### src/rtl/lcgp_pkg.sv
// ----------------------------------------------------------------------------
// LED crossfade package
// Shared types, constants and the gamma lookup for the five-channel crossfader.
// ----------------------------------------------------------------------------
package lcgp_pkg;

  localparam int CHANNELS   = 5;
  localparam int FADE_STEPS = 400;
  localparam int LVL_W      = 7;
  localparam int DUTY_W     = 11;
  localparam int CNT_W      = $clog2(FADE_STEPS + 1);
  localparam int CH_W       = $clog2(CHANNELS);
  localparam int BIT_W      = $clog2(CNT_W);
  localparam int APB_DW     = 32;
  localparam int APB_AW     = 3;

  localparam logic [LVL_W-1:0]  LVL_MAX  = LVL_W'(100);
  localparam logic [DUTY_W-1:0] DUTY_MAX = DUTY_W'(1024);

  // operation codes
  localparam logic OP_START = 1'b0;
  localparam logic OP_TICK  = 1'b1;

  // register index (word address bit)
  localparam logic REG_INSTANT = 1'b0;

  typedef struct packed {
    logic             operation;
    logic [LVL_W-1:0] target_red;
    logic [LVL_W-1:0] target_green;
    logic [LVL_W-1:0] target_blue;
    logic [LVL_W-1:0] target_white_a;
    logic [LVL_W-1:0] target_white_b;
  } in_item_t;

  typedef struct packed {
    logic [DUTY_W-1:0] duty_red;
    logic [DUTY_W-1:0] duty_green;
    logic [DUTY_W-1:0] duty_blue;
    logic [DUTY_W-1:0] duty_white_a;
    logic [DUTY_W-1:0] duty_white_b;
    logic              fade_done;
  } out_item_t;

  localparam logic [DUTY_W-1:0] GAMMA_ROM [0:100] = '{
    11'd0,   11'd0,   11'd0,   11'd0,   11'd0,   11'd0,   11'd0,   11'd1,
    11'd1,   11'd1,   11'd2,   11'd2,   11'd3,   11'd3,   11'd4,   11'd5,
    11'd6,   11'd7,   11'd8,   11'd10,  11'd11,  11'd13,  11'd15,  11'd17,
    11'd19,  11'd21,  11'd24,  11'd26,  11'd29,  11'd32,  11'd35,  11'd39,
    11'd42,  11'd46,  11'd50,  11'd54,  11'd59,  11'd63,  11'd68,  11'd73,
    11'd79,  11'd84,  11'd90,  11'd96,  11'd103, 11'd109, 11'd116, 11'd124,
    11'd131, 11'd139, 11'd147, 11'd155, 11'd164, 11'd173, 11'd182, 11'd192,
    11'd202, 11'd212, 11'd223, 11'd234, 11'd245, 11'd257, 11'd269, 11'd281,
    11'd293, 11'd307, 11'd320, 11'd334, 11'd348, 11'd362, 11'd377, 11'd392,
    11'd408, 11'd424, 11'd441, 11'd458, 11'd475, 11'd493, 11'd511, 11'd529,
    11'd548, 11'd568, 11'd587, 11'd608, 11'd628, 11'd650, 11'd671, 11'd693,
    11'd716, 11'd739, 11'd762, 11'd786, 11'd811, 11'd836, 11'd861, 11'd887,
    11'd913, 11'd940, 11'd968, 11'd996, 11'd1024
  };

  function automatic logic [DUTY_W-1:0] gamma_duty(input logic [LVL_W-1:0] lvl);
    logic [DUTY_W-1:0] d;
    if (lvl > LVL_MAX) begin
      d = DUTY_MAX;
    end else begin
      d = GAMMA_ROM[lvl];
    end
    return d;
  endfunction

  function automatic logic [LVL_W-1:0] sat_level(input logic [LVL_W-1:0] lvl);
    return (lvl > LVL_MAX) ? LVL_MAX : lvl;
  endfunction

endpackage

### src/rtl/led_crossfade_gamma_pwm.sv
// ----------------------------------------------------------------------------
// LED crossfade with gamma-corrected PWM duties
// Five-channel crossfader: starts load targets and, without instant_mode, derive a
// step interval per channel with a shared restoring divider; ticks while fading
// step the channels one at a time; each transaction returns the gamma duties.
// ----------------------------------------------------------------------------
// Path, accept to out_valid: start without instant_mode passes ST_DSET per channel
//   and ST_DRUN (shared divider) per channel with a gap, tick while fading ST_TICK
//   per channel, then ST_OUT, any other item ST_OUT only; a stalled result holds it.
// Throughput: one transaction at a time; in_ready is high only while idle.
// Reset: synchronous active-low rst_n clears levels, targets, intervals, tick count
//   and instant_mode, and leaves the fade done; no clearing pass.
module led_crossfade_gamma_pwm (
  input  logic                         clk,
  input  logic                         rst_n,
  input  logic                         in_valid,
  output logic                         in_ready,
  input  lcgp_pkg::in_item_t           in_data,
  output logic                         out_valid,
  input  logic                         out_ready,
  output lcgp_pkg::out_item_t          out_data,
  input  logic                         psel,
  input  logic                         penable,
  input  logic                         pwrite,
  input  logic [lcgp_pkg::APB_AW-1:0]  paddr,
  input  logic [lcgp_pkg::APB_DW-1:0]  pwdata,
  output logic [lcgp_pkg::APB_DW-1:0]  prdata,
  output logic                         pready
);
  import lcgp_pkg::*;

  typedef enum logic [4:0] {
    ST_IDLE = 5'b00001,
    ST_DSET = 5'b00010,
    ST_DRUN = 5'b00100,
    ST_TICK = 5'b01000,
    ST_OUT  = 5'b10000
  } state_t;

  localparam logic [CNT_W-1:0] FADE_VEC = CNT_W'(FADE_STEPS);

  state_t             state_r, state_nxt;
  logic               instant_r, instant_nxt;
  logic               fading_r, fading_nxt;
  logic [CNT_W-1:0]   tick_cnt_r, tick_cnt_nxt;
  logic [CH_W-1:0]    ch_r, ch_nxt;
  logic [LVL_W-1:0]   lvl_r [CHANNELS];
  logic [LVL_W-1:0]   lvl_nxt [CHANNELS];
  logic [LVL_W-1:0]   tgt_r [CHANNELS];
  logic [LVL_W-1:0]   tgt_nxt [CHANNELS];
  logic [CNT_W-1:0]   mag_r [CHANNELS];
  logic [CNT_W-1:0]   mag_nxt [CHANNELS];
  logic [CNT_W-1:0]   rem_r [CHANNELS];
  logic [CNT_W-1:0]   rem_nxt [CHANNELS];
  logic               up_r [CHANNELS];
  logic               up_nxt [CHANNELS];
  logic               out_valid_r, out_valid_nxt;
  out_item_t          out_data_r, out_data_nxt;

  // divider datapath
  logic [LVL_W-1:0]   div_r, div_nxt;
  logic [CNT_W-1:0]   acc_r, acc_nxt;
  logic [CNT_W-1:0]   quo_r, quo_nxt;
  logic [BIT_W-1:0]   bit_r, bit_nxt;

  logic [LVL_W-1:0]   tgt_in [CHANNELS];
  logic [LVL_W-1:0]   cur_lvl, cur_tgt;
  logic signed [LVL_W:0] gap;
  logic [LVL_W-1:0]   gap_mag;
  logic [CNT_W:0]     trial, trial_diff;
  logic               trial_ge;
  logic [CNT_W-1:0]   quo_step;
  logic               hit;
  logic [CNT_W-1:0]   rem_inc;
  logic               last_ch;
  logic               cfg_wr;

  assign tgt_in[0] = sat_level(in_data.target_red);
  assign tgt_in[1] = sat_level(in_data.target_green);
  assign tgt_in[2] = sat_level(in_data.target_blue);
  assign tgt_in[3] = sat_level(in_data.target_white_a);
  assign tgt_in[4] = sat_level(in_data.target_white_b);

  assign cur_lvl = lvl_r[ch_r];
  assign cur_tgt = tgt_r[ch_r];
  assign gap     = $signed({1'b0, cur_tgt}) - $signed({1'b0, cur_lvl});
  assign gap_mag = gap[LVL_W] ? LVL_W'(-gap) : LVL_W'(gap);

  // one restoring step: bring down the next dividend bit, try the divisor
  assign trial      = {acc_r, FADE_VEC[bit_r]};
  assign trial_ge   = trial >= (CNT_W+1)'(div_r);
  assign trial_diff = trial - (CNT_W+1)'(div_r);
  assign quo_step   = {quo_r[CNT_W-2:0], trial_ge};

  assign hit     = (mag_r[ch_r] != '0) && (rem_r[ch_r] == '0);
  assign rem_inc = rem_r[ch_r] + CNT_W'(1);
  assign last_ch = (ch_r == CH_W'(CHANNELS - 1));

  assign in_ready  = (state_r == ST_IDLE);
  assign out_valid = out_valid_r;
  assign out_data  = out_data_r;

  assign pready = 1'b1;
  assign cfg_wr = psel && penable && pwrite && (paddr[2] == REG_INSTANT);
  assign prdata = (paddr[2] == REG_INSTANT) ? {{(APB_DW-1){1'b0}}, instant_r} : '0;

  always_comb begin
    state_nxt     = state_r;
    instant_nxt   = cfg_wr ? pwdata[0] : instant_r;
    fading_nxt    = fading_r;
    tick_cnt_nxt  = tick_cnt_r;
    ch_nxt        = ch_r;
    lvl_nxt       = lvl_r;
    tgt_nxt       = tgt_r;
    mag_nxt       = mag_r;
    rem_nxt       = rem_r;
    up_nxt        = up_r;
    div_nxt       = div_r;
    acc_nxt       = acc_r;
    quo_nxt       = quo_r;
    bit_nxt       = bit_r;
    out_valid_nxt = out_valid_r && !out_ready;
    out_data_nxt  = out_data_r;

    unique case (state_r)
      ST_IDLE: begin
        if (in_valid) begin
          ch_nxt    = '0;
          state_nxt = ST_OUT;
          if (in_data.operation == OP_START) begin
            tgt_nxt      = tgt_in;
            tick_cnt_nxt = '0;
            for (int c = 0; c < CHANNELS; c++) begin
              rem_nxt[c] = '0;
            end
            if (instant_r) begin
              lvl_nxt    = tgt_in;
              fading_nxt = 1'b0;
            end else begin
              fading_nxt = 1'b1;
              state_nxt  = ST_DSET;
            end
          end else if (fading_r) begin
            if (instant_r) begin
              lvl_nxt    = tgt_r;
              fading_nxt = 1'b0;
            end else if (tick_cnt_r >= FADE_VEC) begin
              fading_nxt = 1'b0;
            end else begin
              state_nxt = ST_TICK;
            end
          end
        end
      end

      ST_DSET: begin
        up_nxt[ch_r] = !gap[LVL_W];
        div_nxt      = gap_mag;
        acc_nxt      = '0;
        quo_nxt      = '0;
        bit_nxt      = BIT_W'(CNT_W - 1);
        if (gap == '0) begin
          // no gap: channel holds still
          mag_nxt[ch_r] = '0;
          if (last_ch) begin
            state_nxt = ST_OUT;
          end else begin
            ch_nxt = ch_r + CH_W'(1);
          end
        end else begin
          state_nxt = ST_DRUN;
        end
      end

      ST_DRUN: begin
        acc_nxt = trial_ge ? trial_diff[CNT_W-1:0] : trial[CNT_W-1:0];
        quo_nxt = quo_step;
        bit_nxt = bit_r - BIT_W'(1);
        if (bit_r == '0) begin
          mag_nxt[ch_r] = quo_step;
          if (last_ch) begin
            state_nxt = ST_OUT;
          end else begin
            ch_nxt    = ch_r + CH_W'(1);
            state_nxt = ST_DSET;
          end
        end
      end

      ST_TICK: begin
        if (hit) begin
          if (up_r[ch_r] && (cur_lvl < LVL_MAX)) begin
            lvl_nxt[ch_r] = cur_lvl + LVL_W'(1);
          end else if (!up_r[ch_r] && (cur_lvl != '0)) begin
            lvl_nxt[ch_r] = cur_lvl - LVL_W'(1);
          end
        end
        // track tick_cnt modulo the interval
        if (mag_r[ch_r] != '0) begin
          rem_nxt[ch_r] = (rem_inc == mag_r[ch_r]) ? '0 : rem_inc;
        end
        if (last_ch) begin
          tick_cnt_nxt = tick_cnt_r + CNT_W'(1);
          state_nxt    = ST_OUT;
        end else begin
          ch_nxt = ch_r + CH_W'(1);
        end
      end

      ST_OUT: begin
        if (!out_valid_r || out_ready) begin
          out_valid_nxt             = 1'b1;
          out_data_nxt.duty_red     = gamma_duty(lvl_r[0]);
          out_data_nxt.duty_green   = gamma_duty(lvl_r[1]);
          out_data_nxt.duty_blue    = gamma_duty(lvl_r[2]);
          out_data_nxt.duty_white_a = gamma_duty(lvl_r[3]);
          out_data_nxt.duty_white_b = gamma_duty(lvl_r[4]);
          out_data_nxt.fade_done    = !fading_r;
          state_nxt                 = ST_IDLE;
        end
      end

      default: begin
        state_nxt = ST_IDLE;
      end
    endcase
  end

  always_ff @(posedge clk) begin
    if (!rst_n) begin
      state_r     <= ST_IDLE;
      instant_r   <= 1'b0;
      fading_r    <= 1'b0;
      tick_cnt_r  <= '0;
      ch_r        <= '0;
      out_valid_r <= 1'b0;
      for (int c = 0; c < CHANNELS; c++) begin
        lvl_r[c] <= '0;
        tgt_r[c] <= '0;
        mag_r[c] <= '0;
        rem_r[c] <= '0;
        up_r[c]  <= 1'b0;
      end
    end else begin
      state_r     <= state_nxt;
      instant_r   <= instant_nxt;
      fading_r    <= fading_nxt;
      tick_cnt_r  <= tick_cnt_nxt;
      ch_r        <= ch_nxt;
      out_valid_r <= out_valid_nxt;
      lvl_r       <= lvl_nxt;
      tgt_r       <= tgt_nxt;
      mag_r       <= mag_nxt;
      rem_r       <= rem_nxt;
      up_r        <= up_nxt;
    end
  end

  always_ff @(posedge clk) begin
    div_r      <= div_nxt;
    acc_r      <= acc_nxt;
    quo_r      <= quo_nxt;
    bit_r      <= bit_nxt;
    out_data_r <= out_data_nxt;
  end

endmodule

### config.mk
export PLATFORM = sky130hd
export DESIGN_NAME = led_crossfade_gamma_pwm
export DESIGN_NICKNAME = d
export VERILOG_FILES = /design/src/rtl/lcgp_pkg.sv /design/src/rtl/led_crossfade_gamma_pwm.sv
export SDC_FILE = /design/constraint.sdc
export NUM_CORES = 1
export LEC_CHECK = 0
export BUFFER_PORTS_ARGS = -buffer_cell sky130_fd_sc_hd__buf_2
export CAP_MARGIN = 20
export CORE_MARGIN = 4
export CORE_UTILIZATION = 56
export DETAILED_ROUTE_END_ITERATION = 12
export PLACE_DENSITY_LB_ADDON = 0.25
export SETUP_SLACK_MARGIN = 0.1
export SLEW_MARGIN = 20
export SYNTH_ARGS = -nofsm -noshare
export SYNTH_HDL_FRONTEND = slang
export SYNTH_SLANG_ARGS = --single-unit
### constraint.sdc
create_clock -name clk -period 4.4 [get_ports clk]
set_input_delay 0.44 -clock clk [delete_from_list [all_inputs] [get_ports clk]]
set_output_delay 0.44 -clock clk [all_outputs]
set_load 0.02 [all_outputs]
==> run summary <==
sum of buffers and inverters on the critical path - 1
antenna violations before repair - 0
total clock sinks - 270
worst-case clock skew - 0.0170 ns
Vias - 20000
overflow left after global routing - 0
internal power contribution - 4.45 mW
worst-case headroom to the max-slew limit - 0.263
flip-flop and latch count after synthesis - 270
path class of the lowest-slack min-delay path - input pin to flip-flop
root buffer cell - clkbuf_16
synthesized area - 20200 um^2
clock slew at reported path FFs - 0.06 ns
GRT Resource Usage Total - 0.299
ANT nets after route - 0
number of enable flip-flop cells after synthesis - 84
Ys Warns - 0
maximum cell stage delay along the critical path - 0.52 ns
number of buffers inserted by port buffering - 103
kind of capture point of the worst setup path - flip-flop
FILL cells - 3164
Cell Chain, Critical Path - mux4_2 > a22oi_2 > inv_2 > ha_1 > fa_1 > nor2b_1 > o21ai_0 > a21boi_1 > nor2_1 > a2111o_1 > nor3_2 > a21oi_4 > nor2_4 > o32ai_1
most used cells in the layout excluding fill and tap cells - nand2_1 (362), a21oi_1 (233), nor2_1 (230), o21ai_0 (191), dfxtp_1 (183)
Fmax - 0.246 GHz
required time of the critical path - 4.83 ns
DRC violations left - 0
synth-to-layout area growth - 8.40%
share of layout cells above drive strength 1 - 0.119
setup TNS - 0 ns
CTS Buf Count - 31
worst ir drop on vdd - 0.000287 V
switching share of power - 0.295
total power per unit cell area - 287 nW/um^2
Core Region - 35700 um^2
Initial Util - 0.568
final period demand of the worst path - 4.06 ns
leakage power summed over all cells - 7.93 nW
I/O pins - 169
first-pass GRT wire length - 97400 um
share of the clock period used by the worst path after layout - 0.923
fraction of the yosys area taken by sequential cells - 0.309
startpoint class of the critical path - flip-flop
Die X - 198 um
actual slew at the worst max-slew pin - 1.10 ns
power consumption - 6.31 mW
count of cell types in the netlist - 104
pin count of the biggest net entering global routing - 80
critical path arrival - 4.49 ns
fraction of synthesized cell area taken by the top area cell type - 0.184
synthesized instance count - 2615
most frequently used flop master after synthesis - dfxtp_1
clock group share of total power - 0.398
largest fanout on the critical path - 9
total net switching power - 1.86 mW
die height - 198 um
most common library cell in the layout ignoring fill and taps - nand2_1
count of nets after finishing - 2789
number of cell rows - 69
fraction of power consumed by sequential logic - 0.432
initial detailed-routing violation count - 2148
final-report hold violation count - 0
via count of the first global-routing pass - 18300
largest area contributor in the netlist - dfxtp_1
run status - finished, final reports clean
asr flop ratio synth - 0
combinational share of power - 0.170
syn avg cell area - 7.74 um^2
count of pins over their slew limit - 0
vias per cell - 6.47
family with the most delay on the worst path - compound AO/OA/AOI/OAI gates
number of setup violations in the final report - 0
top cells by area in the synthesized netlist - dfxtp_1 (18%), edfxtp_1 (12%), nand2_1 (6.7%)
Max Cap Violations - 0
number of diodes added for antenna fixing - 0
Routed Wire Length - 61700 um
Max Buffers Root-to-Sink - 3
Die ar. - 39300 um^2
H-tree levels - 1
Critical-path top delay cell - mux4_2
worst-skew pair later-pin latency - 0.57 ns
gp weighted congestion - 1.02
half-perimeter wire length after detailed placement - 42600 um
drt first pass iters - 6
post-detailed-route wirelength per cell - 19.9 um
TritonCTS clock tree - built
unrepaired setup endpoints after global routing - true
kind of critical path - flip-flop to flip-flop
## worst reg2reg max path, delay by kind of cell (launching register included)
family          cells  cell delay (ns)
compound gates      6             1.40
simple gates        4             0.83
fa+ha+maj           2             0.70
mux                 1             0.52
flops               1             0.40
buf+inv             1             0.06
## registers in the layout, summed over array words and instances, names as in the netlist, 3 cells and up
| name | count |
|---|---|
| tgt_r | 35 |
| acc_r | 9 |
| state_r | 5 |
| quo_r | 8 |
| mag_r | 45 |
| up_r | 5 |
| rem_r | 45 |
| tick_cnt_r | 9 |
| ch_r | 3 |
| div_r | 7 |
| out_data | 56 |
| lvl_r | 35 |
| bit_r | 4 |
## stage by stage
step	util	area, um^2	hold WS (ns)	worst slack (ns)	instances
6_report	0.616	21900	0.109	0.340	3099
5_1_grt	0.616	21900	0.0954	0.0887	3099
4_1_cts	0.613	21900	0.0824	0.190	3096
3_5_place_dp	0.586	20900	0.433	0.206	3043
3_3_place_gp	0.586	20900	0.427	0.246	3043
2_1_floorplan	-	20400	0.417	0.105	2645
## per-layer routing
metal	vias up	share of wire	global-route usage
met3	138	0.081	0.0335
met5	-	0	0
met2	959	0.47	0.495
li1	9476	-	-
met4	0	0.028	0.0877
met1	9470	0.42	0.415
## kinds of logic (layout without fill, tap and decap cells)
| logic type | after synthesis | count (layout) | share of synthesized area |
|---|---|---|---|
| adder cells (fa/ha/maj) | 93 | 93 | 0.0582 |
| XOR/XNOR | 52 | 52 | 0.0235 |
| other | 2 | 32 | 0.000371 |
| multiplexers | 73 | 73 | 0.0414 |
| buffers and inverters | 338 | 329 | 0.0770 |
| AO/OA/AOI/OAI | 884 | 884 | 0.287 |
| AND/OR/NAND/NOR | 903 | 905 | 0.204 |
| flip-flops | 270 | 270 | 0.309 |
## what timing repair did
action	in CTS	in global routing
buffers inserted	0	0
endpoints found under the hold margin	0	0
setup endpoints to repair	0	85
hold buffers	0	0
gates resized for setup	0	11
## area by class of cell
cell class,instances,area (um^2),share of cell area
clock buffers,40,866,0.0395
clock inverters,13,101,0.00462
inverters,92,345,0.0157
multi-input cells,2039,12700,0.577
flip-flops and latches,270,6250,0.285
well taps,461,577,0.0263
repair buffers,184,1140,0.0520
## power groups by stage
stage          Clock, mW  Sequential, mW  Combinational (mW)
2_1_floorplan          0            2.79               0.732
3_3_place_gp           0            2.77                1.01
3_5_place_dp           0            2.77                1.04
4_1_cts             2.53            2.72                1.04
5_1_grt             2.65            2.73                1.17
6_report            2.51            2.72                1.07
## synthesized netlist by cell type, types with 10 or more instances
cell type  count
clkbuf_1     153
buf_2         16
o31ai_1       30
and3_1        23
dfxtp_1      186
xnor2_1       27
a221oi_1      10
o21ai_0      191
o221ai_1      14
nand3b_1      27
a31oi_1       26
a22oi_1       27
buf_6         16
o211a_1       13
a21o_1        15
buf_1         23
nand2_1      362
ha_1          91
or3_1         12
buf_4         37
o21ai_1       20
nor2b_1       18
edfxtp_1      84
inv_1         83
mux2_2        16
nor2_1       236
a211oi_1      49
o211ai_1      53
o22ai_1       54
nor3_1        36
mux2i_1       50
nand2b_1      20
o32ai_1       11
xor2_1        23
a311oi_1      19
a21oi_1      234
nor3b_1       17
and2_1        15
o311ai_0      17
nand3_1       98
## path summary, 6_finish.rpt
path | to | cells past startpoint | from | slack (ns)
max reg2reg | mag_r[18] | 14 | ch_r[1] | 0.34
min reg2reg | rem_r[1] | 2 | rem_r[1] | 0.44
min | instant_r | 3 | pwdata[0] | 0.11
max | mag_r[18] | 14 | ch_r[1] | 0.34
No activity file was read; power rests on OpenSTA's default activity.
